===== config.mk =====
export PLATFORM = sky130hd
export DESIGN_NAME = asd_queue
export DESIGN_NICKNAME = d
export VERILOG_FILES = /design/src/rtl/asd_pkg.sv /design/src/rtl/asd_queue.sv
export SDC_FILE = /design/constraint.sdc
export NUM_CORES = 1
export LEC_CHECK = 0
export ABC_AREA = 1
export BUFFER_PORTS_ARGS = -buffer_cell sky130_fd_sc_hd__buf_2
export CORE_ASPECT_RATIO = 0.5
export CORE_UTILIZATION = 40
export DETAILED_ROUTE_END_ITERATION = 8
export GPL_TIMING_DRIVEN = 0
export PLACE_DENSITY_LB_ADDON = 0.12
export RECOVER_POWER = 50
export SYNTH_ARGS = -nofsm -noshare
export SYNTH_HDL_FRONTEND = slang
export SYNTH_SLANG_ARGS = --single-unit

===== constraint.sdc =====
create_clock -name clk -period 4.9 [get_ports clk]
set_input_delay 0.98 -clock clk [delete_from_list [all_inputs] [get_ports clk]]
set_output_delay 0.98 -clock clk [all_outputs]
set_load 0.005 [all_outputs]

===== src/rtl/asd_pkg.sv =====
package asd_pkg;

	localparam int TIME_WIDTH = 64;

	localparam int ACCEL_W = 29;
	localparam int LTIME_W = 63;
	localparam int CAP_W   = 32;
	localparam int BASE_W  = 63;
	localparam int STAMP_W = 63;

	localparam int X_LSB    = 0;
	localparam int Y_LSB    = X_LSB + ACCEL_W;
	localparam int Z_LSB    = Y_LSB + ACCEL_W;
	localparam int LT_LSB   = Z_LSB + ACCEL_W;
	localparam int CAP_LSB  = LT_LSB + LTIME_W;
	localparam int BASE_LSB = CAP_LSB + CAP_W;
	localparam int IN_BITS  = BASE_LSB + BASE_W;
	localparam int IN_TDATA_W  = ((IN_BITS + 7) / 8) * 8;
	localparam int OUT_TDATA_W = ((STAMP_W + 7) / 8) * 8;

	localparam int SQ1_W = 2 * ACCEL_W;
	localparam int MAG_W = SQ1_W;

	localparam int LEVEL_W   = 14;
	localparam int COOL_W    = 16;
	localparam int LIN_W     = 28;
	localparam int LVL_SQ_W  = 2 * LIN_W;
	localparam int COOL_US_W = 26;

	localparam longint unsigned SCALE_TO_MICRO   = 10000;
	localparam longint unsigned MICROS_PER_MILLI = 1000;

	localparam logic [LEVEL_W-1:0] IMPACT_RESET = LEVEL_W'(2000);
	localparam logic [LEVEL_W-1:0] LIFT_RESET   = LEVEL_W'(500);
	localparam logic [COOL_W-1:0]  COOL_RESET   = COOL_W'(250);

	localparam longint unsigned IMPACT_LIN = 64'(IMPACT_RESET) * SCALE_TO_MICRO;
	localparam longint unsigned LIFT_LIN   = 64'(LIFT_RESET) * SCALE_TO_MICRO;
	localparam logic [LIN_W-1:0]     IMPACT_LIN_RESET = LIN_W'(IMPACT_LIN);
	localparam logic [LIN_W-1:0]     LIFT_LIN_RESET   = LIN_W'(LIFT_LIN);
	localparam logic [LVL_SQ_W-1:0]  IMPACT_SQ_RESET  = LVL_SQ_W'(IMPACT_LIN * IMPACT_LIN);
	localparam logic [LVL_SQ_W-1:0]  LIFT_SQ_RESET    = LVL_SQ_W'(LIFT_LIN * LIFT_LIN);
	localparam logic [COOL_US_W-1:0] COOL_US_RESET    =
		COOL_US_W'(64'(COOL_RESET) * MICROS_PER_MILLI);

	localparam int PADDR_W   = 4;
	localparam int PDATA_W   = 32;
	localparam int REG_IDX_W = 2;
	localparam logic [REG_IDX_W-1:0] REG_IMPACT = 2'd0;
	localparam logic [REG_IDX_W-1:0] REG_LIFT   = 2'd1;
	localparam logic [REG_IDX_W-1:0] REG_COOL   = 2'd2;

	// power of two: pointers wrap
	localparam int QDEPTH = 4;
	localparam int QAW    = $clog2(QDEPTH);

	typedef struct packed {
		logic [LVL_SQ_W-1:0]  impact_sq;
		logic [LVL_SQ_W-1:0]  lift_sq;
		logic [COOL_US_W-1:0] cool_us;
	} cfg_t;

	typedef struct packed {
		logic [MAG_W-1:0]      mag;
		logic [TIME_WIDTH-1:0] now;
		logic [STAMP_W-1:0]    stamp;
	} qent_t;

endpackage


===== src/rtl/asd_queue.sv =====
module asd_queue (
	input  logic           clk,
	input  logic           arst_n,
	input  logic           push,
	input  asd_pkg::qent_t push_ent,
	output logic           full,
	input  logic           pop,
	output asd_pkg::qent_t pop_ent,
	output logic           empty
);
	import asd_pkg::*;

	qent_t          mem_q [QDEPTH];
	logic [QAW-1:0] wr_ptr_q;
	logic [QAW-1:0] rd_ptr_q;
	logic [QAW:0]   count_q;

	assign full    = (count_q == (QAW+1)'(QDEPTH));
	assign empty   = (count_q == '0);
	assign pop_ent = mem_q[rd_ptr_q];

	always_ff @(posedge clk) begin
		if (push) begin
			mem_q[wr_ptr_q] <= push_ent;
		end
	end

	always_ff @(posedge clk or negedge arst_n) begin
		if (!arst_n) begin
			wr_ptr_q <= '0;
			rd_ptr_q <= '0;
			count_q  <= '0;
		end else begin
			if (push) begin
				wr_ptr_q <= wr_ptr_q + QAW'(1);
			end
			if (pop) begin
				rd_ptr_q <= rd_ptr_q + QAW'(1);
			end
			case ({push, pop})
				2'b10:   count_q <= count_q + (QAW+1)'(1);
				2'b01:   count_q <= count_q - (QAW+1)'(1);
				default: ;
			endcase
		end
	end

	a_no_push_full: assert property (@(posedge clk) disable iff (!arst_n)
		push |-> !full) else $error("push into full queue");
	a_no_pop_empty: assert property (@(posedge clk) disable iff (!arst_n)
		pop |-> !empty) else $error("pop from empty queue");

endmodule


==> out/results.txt <==
outcome = finished with violations
violated checks = max-capacitance violations, max-slew violations
CTS Hold Bufs = 0
port bufs = 374
DP HPWL = 48100 um
Synth top area share = 73.2%
row count = 70
highest clock rate = 0.252 GHz
GRT Max-Usage Layer = met2
Max transition margin = -12.4%
Critical Setup Path Class = reg -> out
syn_nets = 2403
CP max FO = 10
GR Layer Usage met2 = 34.2%
total global routing overflow = 0
io pins = 376
CTS Root Cell = clkbuf_16
clk_lat worst skew = 0.62 ns
CTS tree = yes
drt drc = 0
Seq/Total Area, Yosys = 73.8%
Synthesis Warnings = 0
die footprint = 0.0771 mm2
post-synthesis cell count = 2208
final net count = 2873
HP Class = in -> async
initial DRC count = 949
Max clock buf depth = 3
most frequent cell after synthesis = edfxtp_1
largest net degree at the start of global routing = 35
initial antenna violation count = 3
total global-route track usage = 19.6%
Clock Sinks = 747
Worst Hold Slack = 0.267 ns
# fillers = 6671
synth top area cells = edfxtp_1, nand2_1, o211ai_1
Main synth FF type = edfxtp_1
crit path time final = 3.96 ns
Core ar. = 0.0741 mm2
Starting Density = 41.0%
CTS resizes = 0
leakage power = 14.0 nW
CTS buffer count = 70
Worst Path Required = 3.92 ns
Synth top cells by count = edfxtp_1, nand2_1, inv_1, o211ai_1, o211ai_2
Peak VDD IR = 0.310 mV
Via density = 4.79
final worst slack = 0.935 ns
Final Hold Fails = 0
wire per inst = 20.0 um
Setup crit start kind = flop
ys async rst share = 0.937%
Final period util = 80.9%
number of setup buffers added after CTS = 0
clk_skew = 0.0109 ns
clock-pin slew on the worst setup and hold paths = 0.06 ns
power per cell area = 618 mW/mm2
Die Wd = 392 um
ratio of cells with drive above 1 in the final layout = 19.8%
Post-DRT Antenna Nets = 0
CP arrival = 2.98 ns
Max Slew Vio Count = 26
Yosys reg bits = 747
CTS H-tree lvls = 3
multi-input combinational cell area = 0.00568 mm2
final setup fails = 0
Post-Route WL = 74900 um
Storage cell area = 0.0224 mm2
Tightest Pin Transition = 1.69 ns
number of synthesized flops with an enable pin = 740
met1 usage = 24.8%
first drt pass iteration count = 5
mean area per synthesized cell = 13.8 um2
vias in the first global route = 17725
Max Cap Viol = 1
post-synth cell types = 19
CP endpoint kind = output port
RSZ-0062 raised after global routing = false
via count = 17872
dpl ws = 1.55 ns
mapped cell area = 0.0304 mm2
first-pass GRT wire length = 111000 um
routability cong. = 0.749
largest area contributor in the netlist = edfxtp_1
Area Overhead vs Synth = 18.5%
Die Y = 197 um
met3 Usage GRT = 3.46%
==> placed cells by master, fill, tap and decap left out <==
cell type   count
edfxtp_1      740
nand2_1       566
inv_1         379
o211ai_1      244
buf_2         238
clkbuf_1      221
o211ai_2      126
clkbuf_16      73
buf_4          27
buf_6          26
buf_12         22
clkinv_1       12
clkinv_2        9
bufinv_16       8
dfrtp_1         7
ha_1            5
clkinvlp_4      4
clkinvlp_2      3
xor2_1          3
diode_2         2
nor3_1          2
o21ai_0         2
clkinv_4        2
inv_2           1
xnor2_1         1
nand3_1         1
nand4_1         1
fa_1            1
buf_16          1
==> power by group <==
part           switching [mW]  internal [mW]
Sequential              0.258           8.34
Clock                    2.32           3.13
Combinational            5.29           2.90
Total                    7.87           14.4
==> area by class of cell <==
cell class	count	area share, %
Multi-Input combinational cell	952	15.8
Clock inverter	34	1.03
Sequential cell	747	62.3
Tap cell	1008	3.51
Antenna cell	2	0.0139
Buffer	125	2.30
Inverter	384	4.03
Timing Repair Buffer	398	5.87
Clock buffer	85	5.20
==> per-stage QoR <==
stage                     cell area, um2  TNS [ns]  cells  power (mW)  utilization [%]
after floorplan                    30400         0   2208        13.5                -
after global placement             33500  -1715.97   3590        17.2             45.2
after detailed placement           34000         0   3614        17.2             45.9
after CTS                          36200         0   3733        22.7             48.9
after global routing               36000         0   3734        23.6             48.5
final                              36000         0   3735        22.2             48.6
==> worst paths after layout <==
check                            start           end  slack [ns]  cells past startpoint
max reg2reg                wr_ptr_q[0]  mem_q[0][63]        1.89                      7
max                        rd_ptr_q[0]   pop_ent[80]        0.94                      7
min reg2reg                 count_q[2]    count_q[2]        0.50                      2
min                             arst_n    count_q[2]        0.27                      1
max in group asynchronous       arst_n   wr_ptr_q[1]        4.33                      1
min in group clk            count_q[2]    count_q[2]        0.50                      2
==> cells by family after synthesis <==
kind of cell	share of synthesized area, %
XOR/XNOR	0.115
AND/OR/NAND/NOR	7.07
AO/OA/AOI/OAI	11.3
adder cells (fa/ha/maj)	0.272
buffers and inverters	7.52
flip-flops	73.8
==> per-layer routing <==
metal	up-vias	wire length (um)
li1	8664	-
met1	8821	32000
met2	282	38200
met3	103	2670
met4	2	1980
met5	-	13
==> worst max-delay path, cell delays in order, from the launching register on <==
cell and delay [ns]:
dfrtp_1 0.34, buf_6 0.10, buf_6 0.16, clkbuf_1 1.09, buf_6 0.31, o211ai_2 0.10
nand2_1 0.11, buf_2 0.13
==> flip-flops by register name (all words and copies together) (netlist names) <==
signal	count
mem_q	740
count_q	3
rd_ptr_q	2
wr_ptr_q	2
Note: power is estimated with default switching activity, not from simulation.
