`src/rtl/asd_pkg.sv`:
```
package asd_pkg;

	localparam int TIME_WIDTH = 64;

	localparam int ACCEL_W = 29;
	localparam int LTIME_W = 63;
	localparam int CAP_W   = 32;
	localparam int BASE_W  = 63;
	localparam int STAMP_W = 63;

	localparam int X_LSB    = 0;
	localparam int Y_LSB    = X_LSB + ACCEL_W;
	localparam int Z_LSB    = Y_LSB + ACCEL_W;
	localparam int LT_LSB   = Z_LSB + ACCEL_W;
	localparam int CAP_LSB  = LT_LSB + LTIME_W;
	localparam int BASE_LSB = CAP_LSB + CAP_W;
	localparam int IN_BITS  = BASE_LSB + BASE_W;
	localparam int IN_TDATA_W  = ((IN_BITS + 7) / 8) * 8;
	localparam int OUT_TDATA_W = ((STAMP_W + 7) / 8) * 8;

	localparam int SQ1_W = 2 * ACCEL_W;
	localparam int MAG_W = SQ1_W;

	localparam int LEVEL_W   = 14;
	localparam int COOL_W    = 16;
	localparam int LIN_W     = 28;
	localparam int LVL_SQ_W  = 2 * LIN_W;
	localparam int COOL_US_W = 26;

	localparam longint unsigned SCALE_TO_MICRO   = 10000;
	localparam longint unsigned MICROS_PER_MILLI = 1000;

	localparam logic [LEVEL_W-1:0] IMPACT_RESET = LEVEL_W'(2000);
	localparam logic [LEVEL_W-1:0] LIFT_RESET   = LEVEL_W'(500);
	localparam logic [COOL_W-1:0]  COOL_RESET   = COOL_W'(250);

	localparam longint unsigned IMPACT_LIN = 64'(IMPACT_RESET) * SCALE_TO_MICRO;
	localparam longint unsigned LIFT_LIN   = 64'(LIFT_RESET) * SCALE_TO_MICRO;
	localparam logic [LIN_W-1:0]     IMPACT_LIN_RESET = LIN_W'(IMPACT_LIN);
	localparam logic [LIN_W-1:0]     LIFT_LIN_RESET   = LIN_W'(LIFT_LIN);
	localparam logic [LVL_SQ_W-1:0]  IMPACT_SQ_RESET  = LVL_SQ_W'(IMPACT_LIN * IMPACT_LIN);
	localparam logic [LVL_SQ_W-1:0]  LIFT_SQ_RESET    = LVL_SQ_W'(LIFT_LIN * LIFT_LIN);
	localparam logic [COOL_US_W-1:0] COOL_US_RESET    =
		COOL_US_W'(64'(COOL_RESET) * MICROS_PER_MILLI);

	localparam int PADDR_W   = 4;
	localparam int PDATA_W   = 32;
	localparam int REG_IDX_W = 2;
	localparam logic [REG_IDX_W-1:0] REG_IMPACT = 2'd0;
	localparam logic [REG_IDX_W-1:0] REG_LIFT   = 2'd1;
	localparam logic [REG_IDX_W-1:0] REG_COOL   = 2'd2;

	// power of two: pointers wrap
	localparam int QDEPTH = 4;
	localparam int QAW    = $clog2(QDEPTH);

	typedef struct packed {
		logic [LVL_SQ_W-1:0]  impact_sq;
		logic [LVL_SQ_W-1:0]  lift_sq;
		logic [COOL_US_W-1:0] cool_us;
	} cfg_t;

	typedef struct packed {
		logic [MAG_W-1:0]      mag;
		logic [TIME_WIDTH-1:0] now;
		logic [STAMP_W-1:0]    stamp;
	} qent_t;

endpackage

```
`src/rtl/asd_cfg.sv`:
```
module asd_cfg (
	input  logic                        clk,
	input  logic                        arst_n,
	input  logic                        psel,
	input  logic                        penable,
	input  logic                        pwrite,
	input  logic [asd_pkg::PADDR_W-1:0] paddr,
	input  logic [asd_pkg::PDATA_W-1:0] pwdata,
	output logic [asd_pkg::PDATA_W-1:0] prdata,
	output logic                        pready,
	output asd_pkg::cfg_t               cfg
);
	import asd_pkg::*;

	logic [LEVEL_W-1:0]   impact_q;
	logic [LEVEL_W-1:0]   lift_q;
	logic [COOL_W-1:0]    cool_q;
	logic [LIN_W-1:0]     impact_lin_q;
	logic [LIN_W-1:0]     lift_lin_q;
	logic [LVL_SQ_W-1:0]  impact_sq_q;
	logic [LVL_SQ_W-1:0]  lift_sq_q;
	logic [COOL_US_W-1:0] cool_us_q;
	logic                 wen;
	logic [REG_IDX_W-1:0] idx;

	assign pready = 1'b1;
	assign wen    = psel & penable & pwrite & pready;
	assign idx    = paddr[PADDR_W-1 -: REG_IDX_W];

	always_ff @(posedge clk or negedge arst_n) begin
		if (!arst_n) begin
			impact_q <= IMPACT_RESET;
			lift_q   <= LIFT_RESET;
			cool_q   <= COOL_RESET;
		end else if (wen) begin
			case (idx)
				REG_IMPACT: impact_q <= pwdata[LEVEL_W-1:0];
				REG_LIFT:   lift_q   <= pwdata[LEVEL_W-1:0];
				REG_COOL:   cool_q   <= pwdata[COOL_W-1:0];
				default:    ;
			endcase
		end
	end

	// scale the levels, then square the registered scaled values; convert the cooldown to microseconds
	always_ff @(posedge clk or negedge arst_n) begin
		if (!arst_n) begin
			impact_lin_q <= IMPACT_LIN_RESET;
			lift_lin_q   <= LIFT_LIN_RESET;
			impact_sq_q  <= IMPACT_SQ_RESET;
			lift_sq_q    <= LIFT_SQ_RESET;
			cool_us_q    <= COOL_US_RESET;
		end else begin
			impact_lin_q <= LIN_W'(impact_q) * LIN_W'(SCALE_TO_MICRO);
			lift_lin_q   <= LIN_W'(lift_q) * LIN_W'(SCALE_TO_MICRO);
			impact_sq_q  <= LVL_SQ_W'(impact_lin_q) * LVL_SQ_W'(impact_lin_q);
			lift_sq_q    <= LVL_SQ_W'(lift_lin_q) * LVL_SQ_W'(lift_lin_q);
			cool_us_q    <= COOL_US_W'(cool_q) * COOL_US_W'(MICROS_PER_MILLI);
		end
	end

	always_comb begin
		case (idx)
			REG_IMPACT: prdata = PDATA_W'(impact_q);
			REG_LIFT:   prdata = PDATA_W'(lift_q);
			REG_COOL:   prdata = PDATA_W'(cool_q);
			default:    prdata = '0;
		endcase
	end

	assign cfg.impact_sq = impact_sq_q;
	assign cfg.lift_sq   = lift_sq_q;
	assign cfg.cool_us   = cool_us_q;

endmodule

```
`config.mk`:
```
export PLATFORM = sky130hd
export DESIGN_NAME = asd_cfg
export DESIGN_NICKNAME = d
export VERILOG_FILES = /design/src/rtl/asd_pkg.sv /design/src/rtl/asd_cfg.sv
export SDC_FILE = /design/constraint.sdc
export NUM_CORES = 2
export LEC_CHECK = 0
export ABC_CLOCK_PERIOD_IN_PS = 9600
export BUFFER_PORTS_ARGS = -buffer_cell sky130_fd_sc_hd__buf_2
export CAP_MARGIN = 10
export CORE_AREA = 2 2 342 344
export DETAILED_ROUTE_END_ITERATION = 6
export DIE_AREA = 0 0 344 346
export PLACE_DENSITY = 0.61
export SLEW_MARGIN = 20
export SYNTH_ARGS = -nofsm -noshare
export SYNTH_HDL_FRONTEND = slang
export SYNTH_SLANG_ARGS = --single-unit
```
`constraint.sdc`:
```
create_clock -name clk -period 9.6 [get_ports clk]
set_input_delay 1.44 -clock clk [delete_from_list [all_inputs] [get_ports clk]]
set_output_delay 1.44 -clock clk [all_outputs]
set_load 0.01 [all_outputs]
```
==> reports/results.txt <==
CTS Buf Count - 29
Layout area overhead - 7.29%
clock latency on the worst-skew pair - 660 ps
crit start category - register
Area contributors post-synth - fa_1 (42%), ha_1 (15%), inv_1 (11%)
synthesized instance count - 4698
Initial Util - 39.6%
FF+latch count, synth - 209
global-route wire length before repair - 175000 um
clk sink count - 209
wire per inst - 16.4 um
count of input and output buffers - 155
crit path capture type - register
Post-synth EDFFs - 0
TNS Setup - 0 ps
RSZ-0062 raised after global routing - no
Synthesis Warnings - 0
initial antenna violation count - 8
Core ar. - 115000 um^2
slowest CP cell - dfrtp_1
Die Ht - 346 um
DIE WIDTH - 344 um
final hold violation count - 0
IO Pins - 212
dominant synthesized flop cell - dfrtp_1
Post CTS Setup Buffer Count - 0
Crit path required time - 10190 ps
post_cts resized - 0
drt pass-1 iters - 6
Synth top cells by count - inv_1 (1358), fa_1 (957), ha_1 (535), nand2_1 (398), and2_1 (228)
Post-CTS Hold Buffers - 0
Final Max Tran Viols - 0
total gr overflow - 0
Clock Skew - 41.5 ps
Final min period - 8230 ps
largest net degree at the start of global routing - 92
relative slew slack - 30.0%
Final period util - 85.7%
async set-or-reset flop fraction in the synthesized netlist - 100%
via count - 30337
library cells used by synthesis - 71
routability congestion estimate - 0.855
Slew @ Worst Pin - 1050 ps
routed vias/inst - 4.78
die area - 119000 um^2
Synth area leader - fa_1
layout cells sized above 1 - 7.85%
GRT Overall Usage - 18.4%
remaining routing DRC violations - 0
Max Cap Violations - 0
fmax - 0.121 GHz
crit path from - lift_lin_q[4]
Hold Crit Class - register to register
most common cell in the synthesized netlist - inv_1
CTS tree - done
post-synth top area share - 41.9%
number of H-tree levels - 1
syn avg cell area - 9.74 um^2
WL final - 104000 um
DRT iter0 DRCs - 1324
DP HPWL - 87100 um
Bufs on Longest Clock Path - 3
Crit path arrival time - 8830 ps
post-synthesis sequential area ratio - 11.6%
Final Setup Violations - 0
nets@finish - 6327
Crit Path Max Fanout - 25
Rows - 125
Detail Route Antenna Nets - 0
Crit path largest cell delay - 1020 ps
root buffer cell - clkbuf_16
Crit Path Class - register to register
Critical R2R Launch - lift_lin_q[4]
Clock transition at path regs - 60 ps
vias in the first global route - 33321
status - completed
hold_sp - cool_q[1]
Mapped Area - 45700 um^2
-- worst paths after layout --
| path | to | slack [ps] | depth (start not counted) |
|---|---|---|---|
| setup reg to reg | lift_sq_q[50] | 1370 | 25 |
| min in group asynchronous | impact_sq_q[47] | 830 | 1 |
| setup / recovery | lift_sq_q[50] | 1370 | 25 |
| max in group asynchronous | lift_sq_q[32] | 6680 | 3 |
| hold / removal | cool_us_q[4] | 450 | 0 |
| hold reg to reg | cool_us_q[4] | 450 | 0 |
-- layout by cell type, fill, tap and decap left out, drive strengths merged, types with 5 or more instances in the layout --
cell type	count
o211ai	11
a221oi	9
fa	957
nand2	398
a21oi	127
a21o	64
o21bai	26
dfstp	75
o21ai	82
o31ai	5
and2	228
or2	6
and3	21
nor2	86
mux2	39
clkinv	5
nor2b	26
mux2i	18
o21a	8
nand3	23
nand2b	8
dfrtp	134
xnor2	106
xor2	50
clkbuf	40
nand4	17
conb	38
a2111oi	5
nor3	24
a211o	5
a31oi	15
a211oi	11
inv	1362
ha	535
or3	7
buf	198
-- cell families after synthesis --
| logic type | after synthesis | synth area share (%) |
|---|---|---|
| adders and majority gates | 1492 | 56.5 |
| xor gates and xnor gates | 156 | 2.99 |
| AOI/OAI and AO/OA | 405 | 5.77 |
| other | 2 | 0.0164 |
| buffers and inverters | 1527 | 12.8 |
| and+or+nand+nor | 850 | 8.87 |
| muxes | 57 | 1.35 |
| DFF | 209 | 11.6 |
-- sequential cells by signal, indices dropped and copies added (netlist names) --
name          count
impact_lin_q     24
cool_us_q        23
lift_lin_q       24
cool_q           16
lift_sq_q        47
impact_sq_q      47
impact_q         14
lift_q           14
-- final cells by class --
type                    count  area [um^2]
clock inverters            14          164
clock buffers              40          787
fillers                 11393        66300
inverters                1358         5100
repair buffers            198         1110
well taps                1524         1910
multi-input cells        2998        34700
diodes                      1         2.50
flip-flops and latches    209         5320
-- critical path, delay by kind of cell, from the launching register on --
| family | cells | cell delay (ps) |
|---|---|---|
| fa+ha+maj | 8 | 3920 |
| mux | 1 | 390 |
| buf+inv | 7 | 360 |
| compound gates | 6 | 2060 |
| flops | 1 | 1020 |
| simple gates | 3 | 430 |
-- metrics by stage --
step                instance area, um^2  hold WS, ps  setup slack (ps)  cells  util [%]
finish                            49100          454              1370   6342      42.5
global route                      49100          466              1070   6341      42.5
CTS                               49100          458              1460   6341      42.5
detailed placement                48100          446              1470   6287      41.7
global placement                  48100          445              1490   6287      41.7
floorplan                         45900          407              2420   4734         -
-- layer usage --
| metal | wire length, um | vias up | share of wire (%) | global-route usage, % |
|---|---|---|---|---|
| li1 | - | 14075 | - | - |
| met1 | 47400 | 15498 | 45 | 26.1 |
| met2 | 49300 | 656 | 47 | 30.0 |
| met3 | 5490 | 102 | 5.3 | 2.56 |
| met4 | 2000 | 6 | 1.9 | 3.56 |
| met5 | 33 | - | 0.032 | 0 |
Power is left out: the tool's default activity adds up to more than one toggle a clock period on the data nets, which glitch-free logic cannot reach.
